<file path="config.mk">
export PLATFORM = sky130hd
export DESIGN_NAME = sliding_row_window_min_max
export DESIGN_NICKNAME = d
export VERILOG_FILES = /design/src/rtl/swmm_pkg.sv /design/src/rtl/sliding_row_window_min_max.sv /design/src/rtl/swmm_front.sv /design/src/rtl/swmm_queue.sv /design/src/rtl/swmm_back.sv
export SDC_FILE = /design/constraint.sdc
export NUM_CORES = 2
export LEC_CHECK = 0
export BUFFER_PORTS_ARGS = -buffer_cell sky130_fd_sc_hd__buf_4
export CORE_ASPECT_RATIO = 1.75
export CORE_MARGIN = 2
export CORE_UTILIZATION = 35
export DETAILED_ROUTE_END_ITERATION = 10
export GPL_TIMING_DRIVEN = 0
export MAX_ROUTING_LAYER = met4
export PLACE_DENSITY = 0.53
export SLEW_MARGIN = 10
export SYNTH_ARGS = -nofsm -noshare
export SYNTH_HDL_FRONTEND = slang
export SYNTH_SLANG_ARGS = --single-unit
</file>
<file path="constraint.sdc">
create_clock -name clk -period 8.55 [get_ports clk]
set_input_delay 0.4275 -clock clk [delete_from_list [all_inputs] [get_ports clk]]
set_output_delay 0.4275 -clock clk [all_outputs]
set_load 0.005 [all_outputs]
</file>
<file path="src/rtl/swmm_pkg.sv">
// Shared types and constants for the sliding row window min/max block.
// No dependencies; imported by every RTL module.
package swmm_pkg;

	localparam int SMP_W       = 16;
	localparam int CFG_W       = 11;
	localparam int SLOT_OUT_W  = 6;
	localparam int ROWS_OUT_W  = 7;
	localparam int MAX_ROWS_DEF    = 64;
	localparam int ROW_LEN_MAX_DEF = 1024;
	localparam int ROW_LEN_RST     = 256;
	localparam int Q_DEPTH     = 4;
	localparam int Q_PTR_W     = 2;

	typedef logic signed [SMP_W-1:0] smp_t;

	localparam smp_t SMP_POS_MAX = 16'sh7fff;
	localparam smp_t SMP_NEG_MAX = 16'sh8000;

	// Extremes of one completed row
	typedef struct packed {
		smp_t lo;
		smp_t hi;
	} row_ext_t;

	// One result beat
	typedef struct packed {
		smp_t                  row_low;
		smp_t                  row_high;
		smp_t                  window_low;
		smp_t                  window_high;
		logic [SLOT_OUT_W-1:0] slot_written;
		logic [ROWS_OUT_W-1:0] rows_held;
		logic [SLOT_OUT_W-1:0] oldest_slot;
	} result_t;

	typedef enum logic [1:0] {
		B_IDLE,
		B_SCAN,
		B_DRAIN,
		B_EMIT
	} back_state_t;

endpackage

</file>
<file path="src/rtl/sliding_row_window_min_max.sv">
// Sliding row window min/max, top level.
// Input channel (in_valid / in_stall / sample): one sample per beat. Every
// row_length samples close a row; the row's extremes go into a ring of
// MAX_ROWS slots, overwriting the oldest once the ring is full.
// Output channel (out_valid / out_stall / fields): one beat per completed
// row with row and window extremes, slot written, row count, oldest slot.
// Config channel (cfg_valid / cfg_ready / cfg_data): writes row_length;
// 0 acts as 1, values above ROW_LEN_MAX saturate. Write only when idle.
// Flow: the front end takes one sample per cycle while in_stall is low. The
// back end handles one row at a time: it pops the row and writes its slot,
// reads each filled slot through the single read port of the slot store,
// drains the read and loads the output, waiting while out_stall holds a beat.
// Completed rows wait in a 4-entry queue; in_stall rises when it is full.
// Reset clears the counters, the running extremes and the queue; row_length
// returns to 256. No clearing pass: only filled slots are ever scanned.
// A held output beat keeps its payload while out_stall is high.
module sliding_row_window_min_max #(
	parameter int MAX_ROWS    = swmm_pkg::MAX_ROWS_DEF,
	parameter int ROW_LEN_MAX = swmm_pkg::ROW_LEN_MAX_DEF
) (
	input  logic                              clk,
	input  logic                              arst_n,
	input  logic                              cfg_valid,
	output logic                              cfg_ready,
	input  logic [swmm_pkg::CFG_W-1:0]        cfg_data,
	input  logic                              in_valid,
	output logic                              in_stall,
	input  logic signed [swmm_pkg::SMP_W-1:0] sample,
	output logic                              out_valid,
	input  logic                              out_stall,
	output logic signed [swmm_pkg::SMP_W-1:0] row_low,
	output logic signed [swmm_pkg::SMP_W-1:0] row_high,
	output logic signed [swmm_pkg::SMP_W-1:0] window_low,
	output logic signed [swmm_pkg::SMP_W-1:0] window_high,
	output logic [swmm_pkg::SLOT_OUT_W-1:0]   slot_written,
	output logic [swmm_pkg::ROWS_OUT_W-1:0]   rows_held,
	output logic [swmm_pkg::SLOT_OUT_W-1:0]   oldest_slot
);
	import swmm_pkg::*;

	// front -> queue
	logic     push;
	row_ext_t push_row;
	logic     q_full;
	// queue -> back
	logic     pop;
	row_ext_t pop_row;
	logic     q_empty;
	result_t  res;

	swmm_front #(
		.ROW_LEN_MAX(ROW_LEN_MAX)
	) u_front (
		.clk      (clk),
		.arst_n   (arst_n),
		.cfg_valid(cfg_valid),
		.cfg_ready(cfg_ready),
		.cfg_data (cfg_data),
		.in_valid (in_valid),
		.in_stall (in_stall),
		.sample   (sample),
		.q_full   (q_full),
		.push     (push),
		.push_row (push_row)
	);

	swmm_queue u_queue (
		.clk     (clk),
		.arst_n  (arst_n),
		.push    (push),
		.push_row(push_row),
		.pop     (pop),
		.pop_row (pop_row),
		.full    (q_full),
		.empty   (q_empty)
	);

	swmm_back #(
		.MAX_ROWS(MAX_ROWS)
	) u_back (
		.clk      (clk),
		.arst_n   (arst_n),
		.q_empty  (q_empty),
		.q_row    (pop_row),
		.pop      (pop),
		.out_valid(out_valid),
		.out_stall(out_stall),
		.res      (res)
	);

	// result register fields straight to the ports
	assign row_low      = res.row_low;
	assign row_high     = res.row_high;
	assign window_low   = res.window_low;
	assign window_high  = res.window_high;
	assign slot_written = res.slot_written;
	assign rows_held    = res.rows_held;
	assign oldest_slot  = res.oldest_slot;

endmodule

</file>
<file path="src/rtl/swmm_front.sv">
// Front end: takes samples, tracks the running row extremes and pushes
// each completed row into the row queue. Holds the row length register.
// Depends on swmm_pkg.
module swmm_front #(
	parameter int ROW_LEN_MAX = swmm_pkg::ROW_LEN_MAX_DEF
) (
	input  logic                        clk,
	input  logic                        arst_n,
	input  logic                        cfg_valid,
	output logic                        cfg_ready,
	input  logic [swmm_pkg::CFG_W-1:0]  cfg_data,
	input  logic                        in_valid,
	output logic                        in_stall,
	input  swmm_pkg::smp_t              sample,
	input  logic                        q_full,
	output logic                        push,
	output swmm_pkg::row_ext_t          push_row
);
	import swmm_pkg::*;

	localparam int LEN_W = $clog2(ROW_LEN_MAX + 1);
	localparam int POS_W = (ROW_LEN_MAX > 1) ? $clog2(ROW_LEN_MAX) : 1;
	localparam int CW    = (LEN_W > CFG_W) ? LEN_W : CFG_W;
	localparam int LEN_RST = (ROW_LEN_RST < ROW_LEN_MAX) ? ROW_LEN_RST : ROW_LEN_MAX;

	logic [LEN_W-1:0] len_q;
	logic [POS_W-1:0] pos_q;
	smp_t             run_lo_q;
	smp_t             run_hi_q;
	smp_t             s_lo;
	smp_t             s_hi;
	logic             accept;
	logic             row_done;
	logic [LEN_W-1:0] len_wr;

	assign cfg_ready = 1'b1;
	assign in_stall  = q_full;
	assign accept    = in_valid && !in_stall;

	// zero means one, too large saturates
	always_comb begin
		if (cfg_data == '0) begin
			len_wr = LEN_W'(1);
		end else if (CW'(cfg_data) > CW'(ROW_LEN_MAX)) begin
			len_wr = LEN_W'(ROW_LEN_MAX);
		end else begin
			len_wr = LEN_W'(cfg_data);
		end
	end

	always_comb begin
		s_lo     = (sample < run_lo_q) ? sample : run_lo_q;
		s_hi     = (sample > run_hi_q) ? sample : run_hi_q;
		row_done = (LEN_W'(pos_q) + LEN_W'(1)) >= len_q;
		push     = accept && row_done;
		push_row.lo = s_lo;
		push_row.hi = s_hi;
	end

	always_ff @(posedge clk or negedge arst_n) begin
		if (!arst_n) begin
			len_q    <= LEN_W'(LEN_RST);
			pos_q    <= '0;
			run_lo_q <= SMP_POS_MAX;
			run_hi_q <= SMP_NEG_MAX;
		end else begin
			if (cfg_valid && cfg_ready) begin
				len_q <= len_wr;
			end
			if (accept) begin
				if (row_done) begin
					pos_q    <= '0;
					run_lo_q <= SMP_POS_MAX;
					run_hi_q <= SMP_NEG_MAX;
				end else begin
					pos_q    <= pos_q + POS_W'(1);
					run_lo_q <= s_lo;
					run_hi_q <= s_hi;
				end
			end
		end
	end

endmodule

</file>
<file path="src/rtl/swmm_queue.sv">
// Short queue of completed-row extremes between front and back end.
// Depends on swmm_pkg.
module swmm_queue (
	input  logic               clk,
	input  logic               arst_n,
	input  logic               push,
	input  swmm_pkg::row_ext_t push_row,
	input  logic               pop,
	output swmm_pkg::row_ext_t pop_row,
	output logic               full,
	output logic               empty
);
	import swmm_pkg::*;

	row_ext_t           ent_q [Q_DEPTH];
	logic [Q_PTR_W-1:0] wr_ptr_q;
	logic [Q_PTR_W-1:0] rd_ptr_q;
	logic [Q_PTR_W:0]   cnt_q;

	assign full    = (cnt_q == (Q_PTR_W+1)'(Q_DEPTH));
	assign empty   = (cnt_q == '0);
	assign pop_row = ent_q[rd_ptr_q];

	always_ff @(posedge clk) begin
		if (push) begin
			ent_q[wr_ptr_q] <= push_row;
		end
	end

	always_ff @(posedge clk or negedge arst_n) begin
		if (!arst_n) begin
			wr_ptr_q <= '0;
			rd_ptr_q <= '0;
			cnt_q    <= '0;
		end else begin
			if (push) begin
				wr_ptr_q <= wr_ptr_q + Q_PTR_W'(1);
			end
			if (pop) begin
				rd_ptr_q <= rd_ptr_q + Q_PTR_W'(1);
			end
			unique case ({push, pop})
				2'b10:   cnt_q <= cnt_q + (Q_PTR_W+1)'(1);
				2'b01:   cnt_q <= cnt_q - (Q_PTR_W+1)'(1);
				default: cnt_q <= cnt_q;
			endcase
		end
	end

endmodule

</file>
<file path="src/rtl/swmm_back.sv">
// Back end: stores each row in the slot ring, rescans the filled slots
// for the window extremes and holds the result in an output register.
// Depends on swmm_pkg.
module swmm_back #(
	parameter int MAX_ROWS = swmm_pkg::MAX_ROWS_DEF
) (
	input  logic               clk,
	input  logic               arst_n,
	input  logic               q_empty,
	input  swmm_pkg::row_ext_t q_row,
	output logic               pop,
	output logic               out_valid,
	input  logic               out_stall,
	output swmm_pkg::result_t  res
);
	import swmm_pkg::*;

	localparam int IDX_W = (MAX_ROWS > 1) ? $clog2(MAX_ROWS) : 1;
	localparam int CNT_W = $clog2(MAX_ROWS + 1);

	back_state_t      state_q;
	back_state_t      state_nxt;
	row_ext_t         mem [MAX_ROWS];
	row_ext_t         rd_s1;
	logic             rd_vld_s1;
	logic [CNT_W-1:0] cnt_q;
	logic [IDX_W-1:0] wrap_q;
	logic [IDX_W-1:0] addr_q;
	logic [IDX_W-1:0] slot_q;
	logic [IDX_W-1:0] wr_slot;
	logic [IDX_W-1:0] last_idx;
	logic [CNT_W-1:0] cnt_m1;
	row_ext_t         row_q;
	smp_t             wlo_q;
	smp_t             whi_q;
	logic             ring_full;
	logic             out_free;
	logic             scan_rd;
	logic             load_out;
	logic             out_valid_q;
	result_t          res_q;

	assign ring_full = (cnt_q == CNT_W'(MAX_ROWS));
	assign wr_slot   = ring_full ? wrap_q : cnt_q[IDX_W-1:0];
	assign cnt_m1    = cnt_q - CNT_W'(1);
	assign last_idx  = cnt_m1[IDX_W-1:0];
	assign out_free  = !out_valid_q || !out_stall;
	assign out_valid = out_valid_q;
	assign res       = res_q;

	always_comb begin
		state_nxt = state_q;
		unique case (state_q)
			B_IDLE:  if (!q_empty) state_nxt = B_SCAN;
			B_SCAN:  if (addr_q == last_idx) state_nxt = B_DRAIN;
			B_DRAIN: state_nxt = B_EMIT;
			B_EMIT:  if (out_free) state_nxt = B_IDLE;
			default: state_nxt = B_IDLE;
		endcase
	end

	always_comb begin
		pop      = 1'b0;
		scan_rd  = 1'b0;
		load_out = 1'b0;
		unique case (state_q)
			B_IDLE:  pop = !q_empty;
			B_SCAN:  scan_rd = 1'b1;
			B_DRAIN: ;
			B_EMIT:  load_out = out_free;
			default: ;
		endcase
	end

	// slot store: written on pop, read once per scan cycle
	always_ff @(posedge clk) begin
		if (pop) begin
			mem[wr_slot] <= q_row;
		end
		rd_s1 <= mem[addr_q];
	end

	// payload
	always_ff @(posedge clk) begin
		if (pop) begin
			row_q  <= q_row;
			slot_q <= wr_slot;
			wlo_q  <= SMP_POS_MAX;
			whi_q  <= SMP_NEG_MAX;
		end else if (rd_vld_s1) begin
			if (rd_s1.lo < wlo_q) wlo_q <= rd_s1.lo;
			if (rd_s1.hi > whi_q) whi_q <= rd_s1.hi;
		end
		if (load_out) begin
			res_q.row_low      <= row_q.lo;
			res_q.row_high     <= row_q.hi;
			res_q.window_low   <= wlo_q;
			res_q.window_high  <= whi_q;
			res_q.slot_written <= SLOT_OUT_W'(slot_q);
			res_q.rows_held    <= ROWS_OUT_W'(cnt_q);
			res_q.oldest_slot  <= SLOT_OUT_W'(wrap_q);
		end
	end

	// control
	always_ff @(posedge clk or negedge arst_n) begin
		if (!arst_n) begin
			state_q     <= B_IDLE;
			cnt_q       <= '0;
			wrap_q      <= '0;
			addr_q      <= '0;
			rd_vld_s1   <= 1'b0;
			out_valid_q <= 1'b0;
		end else begin
			state_q   <= state_nxt;
			rd_vld_s1 <= scan_rd;
			if (pop) begin
				addr_q <= '0;
				if (ring_full) begin
					wrap_q <= (wrap_q == IDX_W'(MAX_ROWS - 1)) ? '0 : wrap_q + IDX_W'(1);
				end else begin
					cnt_q <= cnt_q + CNT_W'(1);
				end
			end else if (scan_rd) begin
				addr_q <= addr_q + IDX_W'(1);
			end
			if (load_out) begin
				out_valid_q <= 1'b1;
			end else if (!out_stall) begin
				out_valid_q <= 1'b0;
			end
		end
	end

endmodule

</file>
**Word level (Yosys, flattened, before mapping)**

Memories as Yosys holds them, arrays and structs flattened. A register that Yosys moved wholly into a read port is not among the register bits.
Cells that the tools add are included.

- Add/subtract/negate cells: 10
- Multiply operators: 0
- Divide/modulo/power cells: 0
- Order comparisons: 6
- Equal/unequal tests: 13
- Shifts and indexed selects: 0
- Muxes and demuxes: 25
- Bitwise logic cells: 1
- Reduce and logical (&&, ||, !) cells: 17

Operators by type and width:

| operator | number |
|---|---|
| 16-bit two-way mux | 4 |
| 16-bit greater-than comparator | 2 |
| 16-bit < comparator | 2 |
| 6-bit two-way mux | 4 |
| 11-bit two-way mux | 2 |
| 6-bit by 1-bit adder with 6-bit output (second input constant) | 2 |
| 10-bit by 1-bit adder with 11-bit output (second input constant) | 1 |
| 11-bit >= comparator | 1 |
| 11-bit greater-than comparator (second input constant) | 1 |
| 11-bit zero test | 1 |
| 10-bit by 1-bit adder with 10-bit output (second input constant) | 1 |
| 10-bit two-way mux | 1 |
| 1-bit two-way mux | 9 |
| 2-bit one-hot mux with 4 select lines | 1 |
| 2-bit AND reduction | 4 |
| 7-bit by 1-bit adder with 7-bit output (second input constant) | 1 |
| 7-bit equality test (second input constant) | 1 |
| 2-bit equality test (second input constant) | 3 |
| 6-bit equality test | 1 |
| 6-bit equality test (second input constant) | 1 |
| 2-bit two-way mux | 3 |
| 2-bit by 1-bit != test with 1-bit output (second input constant) | 3 |
| 3-bit one-hot mux with 2 select lines | 1 |
| 6-bit by 1-bit subtractor with 6-bit output (second input constant) | 1 |
| 14 further kinds | 21 |

- Register bits after elaboration: 236
- Bits in latches: 0
- Bits in writable memories: 2176
- Memory bits (read-only): 0
- Word-level logic and storage cells: 99
- Memories kept: 2

Memories:

| memory | words | width | rd ports | clocked after Yosys merged registers in | write ports | line | text |
|---|---|---|---|---|---|---|---|
| u_back.mem | 64 | 32 | 1 | 1 | 1 | swmm_back.sv:23 | `row_ext_t mem [MAX_ROWS];` |
| u_queue.ent_q | 4 | 32 | 1 | 0 | 1 | swmm_queue.sv:15 | `row_ext_t ent_q [Q_DEPTH];` |

**Longest topological paths before layout**

- Depth after elaboration: 6
- Mapped depth: 18
- Mapped depth without buffers: 17

**Modules after synthesis**

From an unflattened synthesis, not the netlist that was laid out.

- Cell total of the unflattened synthesis: 4198
- Area, all modules: 94247.9 µm²

Modules (own cells, without submodules):

| module | times used | cells an instance | area an instance (µm²) | seq. area each (µm²) |
|---|---|---|---|---|
| swmm_back | 1 | 3605 | 85430.7 | 66989.2 |
| swmm_queue | 1 | 205 | 5063.6 | 4018.9 |
| swmm_front | 1 | 388 | 3753.6 | 1347.5 |

**Least setup slack after synthesis**

OpenSTA, ideal clock, no wires.

- Kind: register to register
- From: reg u_back.state_q[1]
- To: reg, netlist name u_back.res[0]
- Setup time: 650 ps
- Data arrival time: 6577 ps
- Required time: 7900 ps
- Setup slack: 1322 ps
- Stages on the path, launching flop included: 3
- Path buffers: 0
- Period minus slack after synthesis: 7228 ps
- Cell sequence: dfrtp_1 ha_1 a21boi_0

- Longest elaborated chain between the ends: 2

RTL lines:

| element | line | text |
|---|---|---|
| start: declaration | swmm_back.sv:21 | `back_state_t state_q;` |
| start signal: assignment | swmm_back.sv:115 | `state_q <= state_nxt;` |
| 2-bit equality test | swmm_back.sv:66 | `unique case (state_q)` |
| 1-bit two-way mux | swmm_back.sv:66 |  |
| named net u_back.load_out | swmm_back.sv:39 | `logic load_out;` |

The timed path passes the listed nets, and every way through them passes these cells.
A chain may end at the register's enable or synchronous reset.

**Worst setup path in the final report**

- From: reg u_back.cnt_q[0]
- To: mem u_back.mem[27][18] in the netlist's numbering (enable)

- Longest elaborated chain between the ends: 2

RTL lines:

| element | line | text |
|---|---|---|
| start: declaration | swmm_back.sv:26 | `logic [CNT_W-1:0] cnt_q;` |
| start signal: assignment | swmm_back.sv:122 | `cnt_q <= cnt_q + CNT_W'(1);` |
| 7-bit equality test | swmm_back.sv:43 | `assign ring_full = (cnt_q == CNT_W'(MAX_ROWS));` |
| 6-bit two-way mux | swmm_back.sv:44 | `assign wr_slot = ring_full ? wrap_q : cnt_q[IDX_W-1:0];` |
| named net u_back.wr_slot[4] | swmm_back.sv:30 | `logic [IDX_W-1:0] wr_slot;` |
| end: declaration | swmm_back.sv:23 |  |

The timed path passes the listed nets, and every way through them passes these cells.

==> out/results.ini <==
[logic_synthesis]
yosysUniqueCellTypes=66
synthesis.nets=4303
ys_top_cells_by_area=edfxtp_1 74%, mux4_2 16%, dfrtp_1 1.8%
synth_warnings=0
synth.yosys.seq_area_share_pct=77.1
synth_ff_type=edfxtp_1
synth_area_per_cell_um2=22.4
synth-edff-count=2297
async_flop_share_pct=3.40
synth_top_area_share_pct=73.5
syn_area_um2=93800
yosys_register_bits=2444
synth_cells=4181
synth_top_cell_by_area=edfxtp_1

[clock_tree]
root_buffer=clkbuf_16
clockBufferDepth=4
clock-sinks=2444
clkTransAtPathRegs_ns=0.07
clkLatencyLatePin_ns=0.92
cts_made_buffers=225
htreeDepth=4
cts_tree=done

[placement]
gp_congestion=0.853
placedCellCount=7925
numPortBuffers=115
hpwl_mm=180
dp_slack_ns=3.95

[outcome]
status=complete, no violations

[sta]
worst_hold_slack_ns=0.0937
fmax_ghz=0.209
final_hold_viol_count=0
period_minus_slack_ns=4.79
tightestPinTransition_ns=1.36
setup_viol=0
period_share_pct=56.0
slew_headroom_pct=9.05
slew_viol_final=0
grt_setup_unrepaired=false
clock-skew-final_ns=0.115
tns_ns=0
setup_ws_ns=3.76

[hold_path]
hp-start=in_valid
hold_path_class=in2reg

[setup_path]
critPathCaptureType=flop
path_cells=inv_1 > ha_1 > nand2_1 > nor4b_2 > a21oi_1 > inv_1 > nand3_1 > nor2_4 > buf_12
worstSetupPathType=reg2reg
slowest_stage=nor2_4
rr_startpoint=u_back.cnt_q[0]
crit_fanout=17
crit_arrival_ns=5.30
crit_buf_inv=3
cp-startpoint=u_back.cnt_q[0]
crit_top_cell=inv_1
startpoint_type=flop
rrSetupSlack_ns=3.76
cp_top_family=simple AND/OR/NAND/NOR gates
worst_ep_required_time_ns=9.07
critPathMaxStageDelay_ns=0.93

[floorplan]
rows=251
start_util_pct=35.2
die_area_um2=272000
die_x_um=395
io_pins=118
core_um2=267000
die_y_um=689

[grt]
grt_max_degree=84
gr-max-usage-layer=met2
gr-usage-met2_pct=37.5
grt_pass1_vias=46773
grt_overflow=0
grt_first_pass_wirelength_mm=362
grt_use_total_pct=19.4
use_met3_pct=2.12
grtUsageMet1_pct=20.6
antenna_found_initial=4

[power_and_ir_drop]
pwr_density_cell_nw_per_um2=226
ir_worst_vdd_v=0.000188
power_leakage_nw=34.2

[route]
drt_wl_total_mm=258
avgViaCountPerCell=5.26
firstDrtPassIters=5
drt_iter0_drc=3834
routedWlPerCell_um=30.8
ant_nets=0
route.vias.total=44015
drc=0

[run]
drv_cap=0

[finish]
areaGrowthSynthToFinish_pct=16.3
drive_above_1_share_pct=28.6
fillers=23544
fin_cells=8368
nets=4769

## layer usage
metal | part of all wire [%] | up-vias
met5 | 0 | -
met4 | 3.2 | 0
met3 | 4.0 | 386
met2 | 58 | 1216
met1 | 35 | 23913
li1 | - | 18500
## registers in the layout (all words and copies together), names as in the netlist, 2 cells and up
| register | cells |
|---|---|
| u_back.whi_q | 16 |
| u_back.wlo_q | 16 |
| u_back.mem | 2048 |
| u_queue.rd_ptr_q | 2 |
| u_back.slot_q | 6 |
| u_back.rd_s1 | 32 |
| u_back.state_q | 2 |
| u_back.wrap_q | 6 |
| u_front.run_hi_q | 16 |
| u_queue.ent_q | 128 |
| u_queue.cnt_q | 3 |
| u_back.res | 83 |
| u_front.pos_q | 10 |
| u_front.run_lo_q | 16 |
| u_back.cnt_q | 7 |
| u_back.row_q | 32 |
| u_queue.wr_ptr_q | 2 |
| u_back.addr_q | 6 |
| u_front.len_q | 11 |
## worst min-delay path, stage by stage
cell and delay [ns]:
buf_4 0.12, nor2b_1 0.18, o21ai_0 0.09, nand2_1 0.05
o21ai_0 0.07
## what timing repair did
item | 4_1_cts | 5_1_grt
hold buffers | 36 | 0
endpoints found under the hold margin | 158 | 0
gates resized for setup | 0 | 0
setup endpoints to repair | 0 | 0
setup buffers | 0 | 0
## through the flow
step | area (um2) | power [W] | util (%)
after floorplan | 93800 | 0.0145 | -
after global placement | 99100 | 0.0149 | 37.1
after detailed placement | 102000 | 0.0149 | 38.1
after CTS | 109000 | 0.0249 | 40.9
after global routing | 109000 | 0.0254 | 40.9
final | 109000 | 0.0246 | 40.9
## Yosys cell counts, types with 6 or more instances
cell type  number
a21oi_1        53
edfxtp_1     2297
nand2b_1        9
o21ai_1        11
buf_2          56
a22oi_1        64
o22a_1         15
nor2b_1         9
nand3_1        39
mux4_2        672
nand4_1        16
o21ai_0        66
inv_1          88
xnor2_1        21
and3_1          8
a31oi_1        19
nand2_1       114
buf_1          25
ha_1           89
mux2_2         19
nor3_1         20
nor2_1         91
clkbuf_1      119
a21o_1          9
xor2_1         13
dfstp_2        17
buf_4           6
dfxtp_1        64
nand3b_1        7
dfrtp_1        66
a32o_1         16
## cells in the final DEF (no fill, tap or decap), types with 26 or more instances in the layout
master         instances
mux4_4                26
edfxtp_1            2297
clkbuf_1             162
nor2_4                64
inv_1                 88
dfxtp_1               64
dlygate4sd3_1         36
nor2_1                27
nand3_1               39
ha_1                  89
buf_4                120
buf_12                64
mux4_2               646
a22oi_1               64
clkinv_2              28
nand2_1              114
buf_2                 58
clkinv_1              47
clkbuf_16            227
o21ai_0               66
a21oi_1               53
dfrtp_1               66
## path summary, 6_finish.rpt
check,to,cells past startpoint
worst min-delay path,u_front.pos_q[5],5
min in group asynchronous,u_front.run_hi_q[8],2
worst max register to register,u_back.mem[27][18],9
max in group asynchronous,u_back.cnt_q[6],2
worst max-delay path,u_back.mem[27][18],9
worst min register to register,u_back.res[13],0
## where the power goes
part	total (W)	switching [W]	internal, W
registers	0.0135	0.0000789	0.0134
logic	0.00116	0.000785	0.000376
clock network	0.00996	0.00445	0.00551
total	0.0246	0.00531	0.0193
## logic make-up (layout without fill, tap and decap cells)
family,after synthesis,count (layout),share of synthesized area (%)
adder cells (fa/ha/maj),90,90,1.21
flip-flops,2444,2444,77.1
AO/OA/AOI/OAI,281,281,1.96
buffers and inverters,298,942,1.31
XOR/XNOR,34,34,0.317
AND/OR/NAND/NOR,337,337,1.67
other,1,2,0.00400
multiplexers,696,696,16.4
## cell type report
type / instances / area [um2] / area share (%)
Tap cell: 3542 / 4430 / 4.06
Inverter: 89 / 334 / 0.306
Timing Repair Buffer: 239 / 3150 / 2.89
Sequential cell: 2444 / 72400 / 66.3
Buffer: 209 / 907 / 0.831
Antenna cell: 1 / 2.50 / 0.00229
Clock inverter: 120 / 1120 / 1.03
Multi-Input combinational cell: 1439 / 20800 / 19.1
Clock buffer: 285 / 6000 / 5.50
Power figures use the tool's default switching activity.
